==> src/rtl/ctp_pkg.sv <==
// Shared types and constants of the compare timer.
package ctp_pkg;

  localparam int unsigned PrescaleBits = 12;
  localparam int unsigned CountBits    = 32;
  localparam int unsigned DataBits     = 32;

  // Control register bits
  localparam int unsigned CtlEnBit  = 0;
  localparam int unsigned CtlFrrBit = 9;
  localparam int unsigned CtlSwrBit = 15;

  typedef enum logic [1:0] {
    ACT_TICK  = 2'd0,
    ACT_READ  = 2'd1,
    ACT_WRITE = 2'd2
  } action_e;

  typedef enum logic [2:0] {
    REG_CONTROL  = 3'd0,
    REG_PRESCALE = 3'd1,
    REG_STATUS   = 3'd2,
    REG_IRQ_EN   = 3'd3,
    REG_COMPARE1 = 3'd4,
    REG_COUNTER  = 3'd5
  } reg_sel_e;

  typedef struct packed {
    logic [1:0]          action;
    logic [2:0]          reg_sel;
    logic [DataBits-1:0] write_data;
  } item_t;

  typedef struct packed {
    logic [DataBits-1:0] read_data;
    logic                irq;
    logic                compare_hit;
  } result_t;

endpackage

==> src/rtl/ctp_core.sv <==
// Register file, prescaler, counter and compare logic of the timer.
module ctp_core import ctp_pkg::*; (
  input  logic    clk_i,
  input  logic    rst_ni,
  input  logic    fire_i,
  input  item_t   item_i,
  output result_t res_o
);

  logic [DataBits-1:0]     ctrl_q, ctrl_d;
  logic [PrescaleBits-1:0] pv_q, pv_d;
  logic [PrescaleBits-1:0] pc_q, pc_d;
  logic [CountBits-1:0]    cnt_q, cnt_d;
  logic [CountBits-1:0]    cmp_q, cmp_d;
  logic                    flag_q, flag_d;
  logic                    ien_q, ien_d;

  logic                    tick_en;
  logic                    wrap;
  logic [CountBits-1:0]    cnt_next;
  logic                    hit;
  logic                    is_read;
  logic                    is_write;
  logic                    soft_rst;
  logic [DataBits-1:0]     rd_data;

  assign tick_en  = fire_i && (item_i.action == ACT_TICK) && ctrl_q[CtlEnBit];
  assign is_read  = fire_i && (item_i.action == ACT_READ);
  assign is_write = fire_i && (item_i.action == ACT_WRITE);
  assign soft_rst = is_write && (item_i.reg_sel == REG_CONTROL) &&
                    item_i.write_data[CtlSwrBit];

  assign wrap     = (pc_q >= pv_q);
  // restart mode drops back to zero once the compare value has been reached
  assign cnt_next = (!ctrl_q[CtlFrrBit] && (cnt_q == cmp_q)) ? '0 : cnt_q + 1'b1;
  assign hit      = tick_en && wrap && (cnt_next == cmp_q);

  always_comb begin
    case (item_i.reg_sel)
      REG_CONTROL:  rd_data = ctrl_q;
      REG_PRESCALE: rd_data = DataBits'(pv_q);
      REG_STATUS:   rd_data = DataBits'(flag_q);
      REG_IRQ_EN:   rd_data = DataBits'(ien_q);
      REG_COMPARE1: rd_data = DataBits'(cmp_q);
      REG_COUNTER:  rd_data = DataBits'(cnt_q);
      default:      rd_data = '0;
    endcase
  end

  always_comb begin
    ctrl_d = ctrl_q;
    pv_d   = pv_q;
    pc_d   = pc_q;
    cnt_d  = cnt_q;
    cmp_d  = cmp_q;
    flag_d = flag_q;
    ien_d  = ien_q;
    if (tick_en) begin
      if (wrap) begin
        pc_d  = '0;
        cnt_d = cnt_next;
        if (hit) flag_d = 1'b1;
      end else begin
        pc_d = pc_q + 1'b1;
      end
    end
    if (soft_rst) begin
      ctrl_d = '0;
      pv_d   = '0;
      pc_d   = '0;
      cnt_d  = '0;
      cmp_d  = '1;
      flag_d = 1'b0;
      ien_d  = 1'b0;
    end else if (is_write) begin
      case (item_i.reg_sel)
        REG_CONTROL:  ctrl_d = item_i.write_data;
        REG_PRESCALE: pv_d   = item_i.write_data[PrescaleBits-1:0];
        REG_STATUS:   if (item_i.write_data[0]) flag_d = 1'b0;
        REG_IRQ_EN:   ien_d  = item_i.write_data[0];
        REG_COMPARE1: cmp_d  = item_i.write_data[CountBits-1:0];
        default:      ;  // counter is read only; drop the rest
      endcase
    end
  end

  always_ff @(posedge clk_i or negedge rst_ni) begin
    if (!rst_ni) begin
      ctrl_q <= '0;
      pv_q   <= '0;
      pc_q   <= '0;
      cnt_q  <= '0;
      cmp_q  <= '1;
      flag_q <= 1'b0;
      ien_q  <= 1'b0;
    end else begin
      ctrl_q <= ctrl_d;
      pv_q   <= pv_d;
      pc_q   <= pc_d;
      cnt_q  <= cnt_d;
      cmp_q  <= cmp_d;
      flag_q <= flag_d;
      ien_q  <= ien_d;
    end
  end

  assign res_o.read_data   = is_read ? rd_data : '0;
  assign res_o.irq         = flag_d & ien_d;
  assign res_o.compare_hit = hit;

  a_hit_sets_flag: assert property (@(posedge clk_i) disable iff (!rst_ni)
    hit |=> flag_q)
    else $error("compare hit did not set the flag");

  a_disabled_holds: assert property (@(posedge clk_i) disable iff (!rst_ni)
    (fire_i && item_i.action == ACT_TICK && !ctrl_q[CtlEnBit]) |=>
      ($stable(cnt_q) && $stable(pc_q)))
    else $error("disabled timer advanced");

  a_soft_reset: assert property (@(posedge clk_i) disable iff (!rst_ni)
    soft_rst |=> (ctrl_q == '0 && cnt_q == '0 && cmp_q == '1 && !flag_q && !ien_q))
    else $error("soft reset did not restore registers");

  a_swr_never_stored: assert property (@(posedge clk_i) disable iff (!rst_ni)
    !ctrl_q[CtlSwrBit])
    else $error("soft reset bit stored");

  a_count_moves_on_wrap: assert property (@(posedge clk_i) disable iff (!rst_ni)
    (!is_write && !(tick_en && wrap)) |=> $stable(cnt_q))
    else $error("counter changed without a prescaler wrap");

endmodule

==> src/rtl/compare_timer_with_prescaler.sv <==
// Top level of the compare timer: handshake and result register.
//
// Every accepted word (tick, register read or register write) yields exactly
// one result word, in the cycle after acceptance. A word can be accepted in
// every cycle: the register update and the result are computed in one pass
// and the result lands in a single output register, so in_ready_o is high
// whenever that register is empty or is being taken in the same cycle. The
// sustained rate is one word per clock; the output register is the only
// stage. Ticks advance the prescaler only while the enable bit of the control
// register is set; a control write with the soft reset bit restores all
// registers at once. The interrupt output reflects the state after each word.
module compare_timer_with_prescaler import ctp_pkg::*; (
  input  logic                clk_i,
  input  logic                rst_ni,
  input  logic                in_valid_i,
  output logic                in_ready_o,
  input  logic [1:0]          action_i,
  input  logic [2:0]          reg_sel_i,
  input  logic [DataBits-1:0] write_data_i,
  output logic                out_valid_o,
  input  logic                out_ready_i,
  output logic [DataBits-1:0] read_data_o,
  output logic                irq_o,
  output logic                compare_hit_o
);

  logic    out_valid_q, out_valid_d;
  result_t res_q;
  result_t res;
  item_t   item;
  logic    fire;

  assign in_ready_o = !out_valid_q || out_ready_i;
  assign fire       = in_valid_i && in_ready_o;

  assign item.action     = action_i;
  assign item.reg_sel    = reg_sel_i;
  assign item.write_data = write_data_i;

  ctp_core u_core (
    .clk_i  (clk_i),
    .rst_ni (rst_ni),
    .fire_i (fire),
    .item_i (item),
    .res_o  (res)
  );

  // hold the result until taken, refill on accept
  assign out_valid_d = fire ? 1'b1 : (out_ready_i ? 1'b0 : out_valid_q);

  always_ff @(posedge clk_i or negedge rst_ni) begin
    if (!rst_ni) begin
      out_valid_q <= 1'b0;
    end else begin
      out_valid_q <= out_valid_d;
    end
  end

  always_ff @(posedge clk_i) begin
    if (fire) begin
      res_q <= res;
    end
  end

  assign out_valid_o   = out_valid_q;
  assign read_data_o   = res_q.read_data;
  assign irq_o         = res_q.irq;
  assign compare_hit_o = res_q.compare_hit;

endmodule
==> config.mk <==
export PLATFORM = sky130hd
export DESIGN_NAME = compare_timer_with_prescaler
export DESIGN_NICKNAME = d
export VERILOG_FILES = /design/src/rtl/ctp_pkg.sv /design/src/rtl/ctp_core.sv /design/src/rtl/compare_timer_with_prescaler.sv
export SDC_FILE = /design/constraint.sdc
export NUM_CORES = 1
export LEC_CHECK = 0
export BUFFER_PORTS_ARGS = -buffer_cell sky130_fd_sc_hd__buf_2
export CAP_MARGIN = 0
export CORE_UTILIZATION = 33
export DETAILED_ROUTE_END_ITERATION = 10
export PLACE_DENSITY = 0.47
export SETUP_SLACK_MARGIN = 0.2
export SYNTH_ARGS = -nofsm -noshare
export SYNTH_HDL_FRONTEND = slang
export SYNTH_SLANG_ARGS = --single-unit
export TNS_END_PERCENT = 20
==> constraint.sdc <==
create_clock -name clk_i -period 8.55 [get_ports clk_i]
set_input_delay 2.1375 -clock clk_i [delete_from_list [all_inputs] [get_ports clk_i]]
set_output_delay 2.1375 -clock clk_i [all_outputs]
set_load 0.01 [all_outputs]
==> load_flow_metrics.sql, run 1 <==
INSERT INTO impl_metrics (metric_group, metric, value, unit) VALUES
('cells_and_area', 'fillCellCount', '2891', ''),
('cells_and_area', 'finish.net_count', '1105', ''),
('clock_tree', 'ctsHtreeMaxLevel', '4', ''),
('worst_setup_path', 'setup.worst_path.start_class', 'primary input', ''),
('synth', 'postSynthRegisterBits', '157', ''),
('timing', 'final-setup-viol-count', '0', ''),
('clock_tree', 'cts_num_sinks', '157', ''),
('timing', 'hold_slack', '0.465', 'ns'),
('timing', 'max_slew_margin', '23.1', '%'),
('cells_and_area', 'n_antenna_cell', '0', ''),
('cells_and_area', 'flow.area_growth_from_synthesis', '12.8', '%'),
('die', 'io_pins', '77', ''),
('cells_and_area', 'final-seq-area', '0.00414', 'mm²'),
('status', 'outcome', 'finished, final reports clean', ''),
('worst_setup_path', 'critical_path.startpoint', 'reg_sel_i[0]', ''),
('timing', 'fin_crit', '5.02', 'ns'),
('detailed_routing', 'num_vias', '7749', ''),
('worst_setup_path', 'cpLargestDelayFamily', 'simple AND/OR/NAND/NOR gates', ''),
('timing', 'clock-skew-final', '0.0164', 'ns'),
('detailed_routing', 'pre_repair_dr_iteration_count', '5', ''),
('detailed_routing', 'drt-vias-per-instance', '5.38', ''),
('synth', 'synthArstFlopShare', '78.3', '%'),
('synth', 'syn_inst', '1027', ''),
('timing', 'final_min_period_over_clock_period', '58.8', '%'),
('timing', 'setup_total_negative_slack', '0', 'ns'),
('clock_tree', 'cts-hold-fix-buffers', '0', ''),
('worst_setup_path', 'critPathKind', 'in -> reg', ''),
('die', 'die-area', '0.0292', 'mm²'),
('timing', 'timing_worst_slew_pin_value', '1.14', 'ns'),
('die', 'die_y', '171', 'µm'),
('clock_tree', 'tritoncts', 'done', ''),
('worst_setup_path', 'crit_path_max_incr_delay', '0.81', 'ns'),
('worst_setup_path', 'worst_ep_required', '8.86', 'ns'),
('detailed_routing', 'drc_errors', '0', ''),
('cells_and_area', 'layout-drive-gt1-share', '17.6', '%'),
('worst_setup_path', 'cell_with_the_largest_stage_delay_on_the_worst_path', 'sky130_fd_sc_hd__nor4_1', ''),
('min_path', 'holdPathEnd', 'u_core.ctrl_q[27]$_DFFE_PN0P_', ''),
('die', 'die_x', '171', 'µm'),
('clock_tree', 'cts_resized', '0', ''),
('pwr', 'cellLeakagePower', '4.59', 'nW'),
('detailed_routing', 'postRouteAntennaNets', '0', ''),
('detailed_routing', 'detailedRoute.firstIterationViolations', '642', ''),
('placement', 'portBuffers', '76', ''),
('cells_and_area', 'postLayoutCellArea', '0.0106', 'mm²'),
('synth', 'synth_area', '0.00940', 'mm²'),
('min_path', 'holdPathStages', '2', ''),
('synth', 'synth.yosys.warnings', '0', ''),
('grt', 'grtUsageTotal', '21.7', '%'),
('synth', 'synth-edff-count', '34', ''),
('die', 'row_count', '61', ''),
('worst_setup_path', 'arrival', '5.33', 'ns'),
('synth', 'yosysSeqAreaShare', '44.0', '%'),
('grt', 'largest_net_degree_at_the_start_of_global_routing', '67', ''),
('detailed_routing', 'postRouteWirelength', '30.3', 'mm'),
('die', 'start_util', '33.7', '%'),
('job', 'drv_cap', '0', ''),
('timing', 'fmaxAchievable', '0.199', 'GHz'),
('grt', 'grt_pass1_wl', '47.0', 'mm'),
('clock_tree', 'post_cts_buffers', '0', ''),
('worst_setup_path', 'reg2reg_slack', '4.15', 'ns'),
('grt', 'grt_overflow_total', '0', ''),
('synth', 'yosysUniqueCellTypes', '72', ''),
('pwr', 'power_density', '200', 'mW/mm²'),
('pwr', 'largest_vdd_supply_drop', '0.131', 'mV'),
('cells_and_area', 'multiInputGateArea', '0.00484', 'mm²'),
('worst_setup_path', 'regToRegEndpoint', 'irq_o$_DFFE_PP_', ''),
('min_path', 'worstHoldStart', 'u_core.ctrl_q[27]$_DFFE_PN0P_', ''),
('worst_setup_path', 'path_cells', 'buf_2 -> nor4_1 -> nor2b_2 -> and2_1 -> nor2_1 -> o21ai_0 -> o21ai_0', ''),
('synth', 'synth-main-ff-cell', 'sky130_fd_sc_hd__dfrtp_1', ''),
('worst_setup_path', 'cp_num_buf_inv', '1', ''),
('worst_setup_path', 'timing.rr.start', 'u_core.cnt_q[0]$_DFFE_PN0P_', '');
[cells by family (layout without fill, tap and decap cells)]
logic type               Yosys count  after routing  synth area share (%)
buffers and inverters            109            145                  4.67
multiplexers                      50             50                  6.93
flip-flops                       157            157                  44.0
AO/OA/AOI/OAI                    162            162                  10.8
AND/OR/NAND/NOR                  468            468                  25.0
adder cells (fa/ha/maj)           14             14                  1.86
XOR/XNOR                          67             67                  6.68
[power breakdown]
part / switching [mW] / internal (mW) / leakage [nW]
clock: 0.361 / 0.409 / 0.283
combinational: 0.187 / 0.162 / 2.39
sequential: 0.123 / 0.877 / 1.91
total: 0.672 / 1.45 / 4.59
[placed cells by master, fill, tap and decap left out, drive strengths merged, types with 4 or more instances in the layout]
cell / Yosys / final
and3: 12 / 12
nor2: 97 / 97
or2: 5 / 5
buf: 18 / 88
clkbuf: 66 / 19
nand2b: 10 / 10
a22o: 5 / 5
nand3b: 35 / 35
nand2: 155 / 155
and2: 10 / 10
a21o: 4 / 4
o21ai: 62 / 62
ha: 14 / 14
nor2b: 13 / 13
a21oi: 38 / 38
o31ai: 14 / 14
nor4: 18 / 18
nor4b: 4 / 4
nand3: 61 / 61
dfrtp: 91 / 91
nor3: 13 / 13
mux2i: 37 / 37
nand4: 14 / 14
edfxtp: 34 / 34
mux4: 12 / 12
or3: 6 / 6
xnor2: 27 / 27
inv: 25 / 34
o41ai: 4 / 4
xor2: 37 / 37
dfstp: 32 / 32
[final cells by class]
type / instances / share of cell area [%]
timing repair buffer: 88 / 4.49
multi-input combinational: 761 / 45.7
inverter: 25 / 0.885
clock inverter: 13 / 1.10
sequential: 157 / 39.0
clock buffer: 19 / 4.38
tap: 378 / 4.46
[registers in the layout (all words and copies together) (netlist names)]
signal	cells
irq_o	1
u_core.flag_q	1
read_data_o	32
compare_hit_o	1
u_core.pc_q	12
out_valid_o	1
u_core.ctrl_q	32
u_core.pv_q	12
u_core.cmp_q	32
u_core.cnt_q	32
u_core.ien_q	1
[cells in the mapped netlist, types with 4 or more instances]
master | instances | area [µm²]
sky130_fd_sc_hd__inv_1 | 25 | 93.8
sky130_fd_sc_hd__ha_1 | 14 | 175
sky130_fd_sc_hd__a21oi_1 | 38 | 190
sky130_fd_sc_hd__nor4b_1 | 4 | 35.0
sky130_fd_sc_hd__a22o_1 | 5 | 43.8
sky130_fd_sc_hd__o21ai_0 | 62 | 310
sky130_fd_sc_hd__dfrtp_1 | 91 | 2280
sky130_fd_sc_hd__and3_1 | 12 | 75.1
sky130_fd_sc_hd__nor4_1 | 15 | 93.8
sky130_fd_sc_hd__buf_4 | 4 | 30.0
sky130_fd_sc_hd__mux2i_1 | 37 | 370
sky130_fd_sc_hd__o41ai_1 | 4 | 35.0
sky130_fd_sc_hd__nand4_1 | 11 | 68.8
sky130_fd_sc_hd__nand3b_1 | 35 | 263
sky130_fd_sc_hd__or2_2 | 5 | 31.3
sky130_fd_sc_hd__nand3_1 | 61 | 305
sky130_fd_sc_hd__xnor2_1 | 27 | 236
sky130_fd_sc_hd__dfstp_2 | 32 | 841
sky130_fd_sc_hd__edfxtp_1 | 34 | 1020
sky130_fd_sc_hd__a21o_1 | 4 | 30.0
sky130_fd_sc_hd__xor2_1 | 37 | 324
sky130_fd_sc_hd__clkbuf_1 | 65 | 244
sky130_fd_sc_hd__or3_1 | 5 | 31.3
sky130_fd_sc_hd__buf_2 | 11 | 55.1
sky130_fd_sc_hd__nand2b_1 | 10 | 62.6
sky130_fd_sc_hd__nor3_1 | 13 | 65.1
sky130_fd_sc_hd__o31ai_1 | 14 | 105
sky130_fd_sc_hd__nor2_1 | 97 | 364
sky130_fd_sc_hd__mux4_2 | 12 | 270
sky130_fd_sc_hd__nor2b_1 | 13 | 81.3
sky130_fd_sc_hd__nand2_1 | 155 | 582
sky130_fd_sc_hd__and2_1 | 9 | 56.3
[worst max-delay path by stage]
stage                     slack, ns                          to  cells after the start
after CTS                      3.55  u_core.pc_q[2]$_DFFE_PN0P_                      7
after global routing           3.18  u_core.pc_q[6]$_DFFE_PN0P_                      7
after global placement         3.08  u_core.pc_q[7]$_DFFE_PN0P_                      7
final                          3.53  u_core.pc_q[2]$_DFFE_PN0P_                      7
after detailed placement       3.08  u_core.pc_q[2]$_DFFE_PN0P_                      7
after floorplan                4.09                  in_ready_o                      1
[per-layer routing]
| layer | global-route usage [%] | wire [µm] | part of all wire, % |
|---|---|---|---|
| met5 | 0 | 0 | 0 |
| met4 | 6.03 | 571 | 1.9 |
| met3 | 4.30 | 1770 | 5.8 |
| met2 | 31.1 | 13000 | 43 |
| met1 | 32.7 | 15000 | 49 |
[stage by stage]
step           setup WS (ns)  utilization (%)  total power, mW  instances
3_3_place_gp            3.08             35.9             1.36       1409
6_report                3.53             38.0             2.12       1441
2_1_floorplan           4.09                -             1.21       1027
3_5_place_dp            3.08             35.9             1.36       1409
4_1_cts                 3.55             38.0             2.13       1441
5_1_grt                 3.18             38.0             2.22       1441
[worst reg2reg max path, delay by kind of cell (launching register included)]
family / cells / cell delay [ns]
fa+ha+maj: 1 / 0.46
xor+xnor: 1 / 0.11
flops: 1 / 0.61
simple gates: 6 / 2.44
compound gates: 2 / 0.63
(Power assumes the default switching activity.)
==> run 2: changes to the inputs <==
- clock period: 8.55 -> 5.1 ns (I/O delays scaled with it)
==> load_flow_metrics.sql, run 2 (synthesis gave the netlist of run 1 again) <==
INSERT INTO impl_metrics (metric_group, metric, value, unit) VALUES
('status', 'outcome', 'finished, final reports clean', ''),
('timing', 'clock-skew-final', '0.0200', 'ns'),
('worst_setup_path', 'crit_path_end_kind', 'flip-flop', ''),
('placement', 'detailed_place.area', '0.0101', 'mm²'),
('cells_and_area', 'finish.net_count', '1112', ''),
('clock_tree', 'clk_path_buf_depth', '2', ''),
('placement', 'place.detailed.instances', '1416', ''),
('worst_setup_path', 'timing.rr.start', 'u_core.cnt_q[8]$_DFFE_PN0P_', ''),
('timing', 'final-setup-viol-count', '0', ''),
('grt', 'grt_pass1_wl', '48.6', 'mm'),
('timing', 'fmaxAchievable', '0.263', 'GHz'),
('pwr', 'power.clock.fraction', '38.8', '%'),
('detailed_routing', 'postRouteWirelength', '31.4', 'mm'),
('cells_and_area', 'n_antenna_cell', '0', ''),
('clock_tree', 'cts.root.buffer_cell', 'sky130_fd_sc_hd__clkbuf_16', ''),
('cells_and_area', 'postLayoutCellArea', '0.0107', 'mm²'),
('clock_tree', 'cts-hold-fix-buffers', '0', ''),
('worst_setup_path', 'setup.worst_path.start_class', 'flip-flop', ''),
('worst_setup_path', 'critPathKind', 'reg -> reg', ''),
('timing', 'max_slew_margin', '24.1', '%'),
('die', 'start_util', '33.7', '%'),
('pwr', 'combPwrFrac', '16.1', '%'),
('detailed_routing', 'num_vias', '7933', ''),
('clock_tree', 'tritoncts', 'done', ''),
('grt', 'via_count_of_the_first_global_routing_pass', '7613', ''),
('detailed_routing', 'drc_errors', '0', ''),
('detailed_routing', 'drt-vias-per-instance', '5.48', ''),
('timing', 'rsz0062_at_grt', 'false', ''),
('job', 'drv_cap', '0', ''),
('pwr', 'largest_vdd_supply_drop', '0.195', 'mV'),
('grt', 'grtUsageTotal', '22.4', '%'),
('clock_tree', 'cts.reportedPaths.clkPinSlew', '0.07', 'ns'),
('detailed_routing', 'detailedRoute.firstIterationViolations', '627', ''),
('placement', 'portBuffers', '76', ''),
('clock_tree', 'post_cts_buffers', '0', ''),
('cells_and_area', 'final_cell_mix', '155 x sky130_fd_sc_hd__nand2_1, 97 x sky130_fd_sc_hd__nor2_1, 91 x sky130_fd_sc_hd__dfrtp_1', ''),
('cells_and_area', 'flow.area_growth_from_synthesis', '14.2', '%'),
('timing', 'setup_total_negative_slack', '0', 'ns'),
('pwr', 'net-switching-power', '1.14', 'mW'),
('timing', 'fin_crit', '3.81', 'ns'),
('placement', 'gp_congestion', '0.959', ''),
('timing', 'final-hold-violation-count', '0', ''),
('die', 'die_x', '171', 'µm'),
('detailed_routing', 'postRouteAntennaNets', '0', ''),
('grt', 'antenna_violations_before_repair', '0', ''),
('die', 'core_area', '0.0279', 'mm²'),
('clock_tree', 'cts_resized', '0', ''),
('timing', 'final_min_period_over_clock_period', '74.6', '%'),
('die', 'row_count', '61', ''),
('timing', 'timing_max_transition_violations_final', '0', ''),
('pwr', 'power.total', '3.73', 'mW'),
('min_path', 'worstHoldStart', 'u_core.ctrl_q[16]$_DFFE_PN0P_', ''),
('detailed_routing', 'wirelength_per_cell', '21.7', 'µm'),
('clock_tree', 'cts_num_sinks', '157', ''),
('clock_tree', 'worstSkewPairLatency', '0.44', 'ns'),
('grt', 'grt_overflow_total', '0', ''),
('placement', 'dp_hpwl', '21.8', 'mm'),
('min_path', 'timing.hold.worst.class', 'reg -> reg', ''),
('clock_tree', 'ctsHtreeMaxLevel', '4', ''),
('timing', 'timing_worst_slew_pin_value', '1.14', 'ns'),
('worst_setup_path', 'arrival', '4.09', 'ns'),
('cells_and_area', 'layout-drive-gt1-share', '18.0', '%'),
('die', 'die-area', '0.0292', 'mm²'),
('cells_and_area', 'layout.cells.most_common', 'sky130_fd_sc_hd__nand2_1', ''),
('cells_and_area', 'stdcell_count', '1448', ''),
('worst_setup_path', 'critical_path.startpoint', 'u_core.cnt_q[8]$_DFFE_PN0P_', ''),
('pwr', 'cellLeakagePower', '4.66', 'nW'),
('clock_tree', 'cts_made_buffers', '17', ''),
('pwr', 'seq_power_share', '45.1', '%'),
('grt', 'largest_net_degree_at_the_start_of_global_routing', '70', ''),
('pwr', 'p_int', '2.59', 'mW'),
('pwr', 'power_density', '348', 'mW/mm²'),
('worst_setup_path', 'worst_ep_required', '5.38', 'ns'),
('detailed_routing', 'pre_repair_dr_iteration_count', '5', ''),
('die', 'die_y', '171', 'µm'),
('worst_setup_path', 'path_max_fanout', '20', ''),
('pwr', 'switching_fraction_of_total_power', '30.6', '%'),
('die', 'io_pins', '77', '');
-- run 2: cell type report --
cell class | count | area [µm²]
fill | 2941 | 17200
sequential | 157 | 4140
inverter | 25 | 93.8
tap | 378 | 473
multi-input combinational | 761 | 4840
timing repair buffer | 95 | 529
clock buffer | 19 | 475
clock inverter | 13 | 184
-- run 2: critical path, cell delays in order, from the launching register on --
cell	delay, ns
sky130_fd_sc_hd__dfrtp_1	0.53
sky130_fd_sc_hd__xor2_1	0.24
sky130_fd_sc_hd__nor4_1	0.45
sky130_fd_sc_hd__nand4_1	0.23
sky130_fd_sc_hd__nor4_4	0.49
sky130_fd_sc_hd__buf_4	0.36
sky130_fd_sc_hd__o21ba_2	0.20
sky130_fd_sc_hd__o32a_1	0.33
sky130_fd_sc_hd__nor4_1	0.30
sky130_fd_sc_hd__nand4b_1	0.31
sky130_fd_sc_hd__a21oi_1	0.22
-- run 2: power by group through the flow --
stage                     clock [mW]  sequential (mW)  combinational, mW
final                           1.45             1.68              0.600
after global routing            1.51             1.70              0.665
after CTS                       1.47             1.68              0.602
after detailed placement           0             1.70              0.599
after global placement             0             1.70              0.596
after floorplan                    0             1.59              0.434
-- run 2: worst paths after layout --
check | endpoint | slack (ns) | cells after the start
max | irq_o$_DFFE_PP_ | 1.29 | 10
min | u_core.ctrl_q[16]$_DFFE_PN0P_ | 0.47 | 2
max reg2reg | irq_o$_DFFE_PP_ | 1.29 | 10
min reg2reg | u_core.ctrl_q[16]$_DFFE_PN0P_ | 0.47 | 2
max in group asynchronous | u_core.cmp_q[1]$_DFFE_PN1P_ | 3.21 | 2
min in group asynchronous | u_core.ctrl_q[5]$_DFFE_PN0P_ | 0.86 | 1
-- run 2: through the flow --
stage | setup slack [ns] | hold WS, ns | utilization, %
finish | 1.29 | 0.467 | 38.4
global route | 1.05 | 0.495 | 38.4
CTS | 1.39 | 0.471 | 38.4
detailed placement | 1.27 | 0.453 | 36.1
global placement | 1.28 | 0.450 | 36.1
floorplan | 1.63 | 0.434 | -
-- run 2: metal layers --
layer	vias to the layer above	share of wire, %	track usage (%)
met5	-	0	0
met4	0	1.4	5.48
met3	29	5.9	2.96
met2	281	44	32.7
met1	3961	49	34.6
li1	3662	-	-
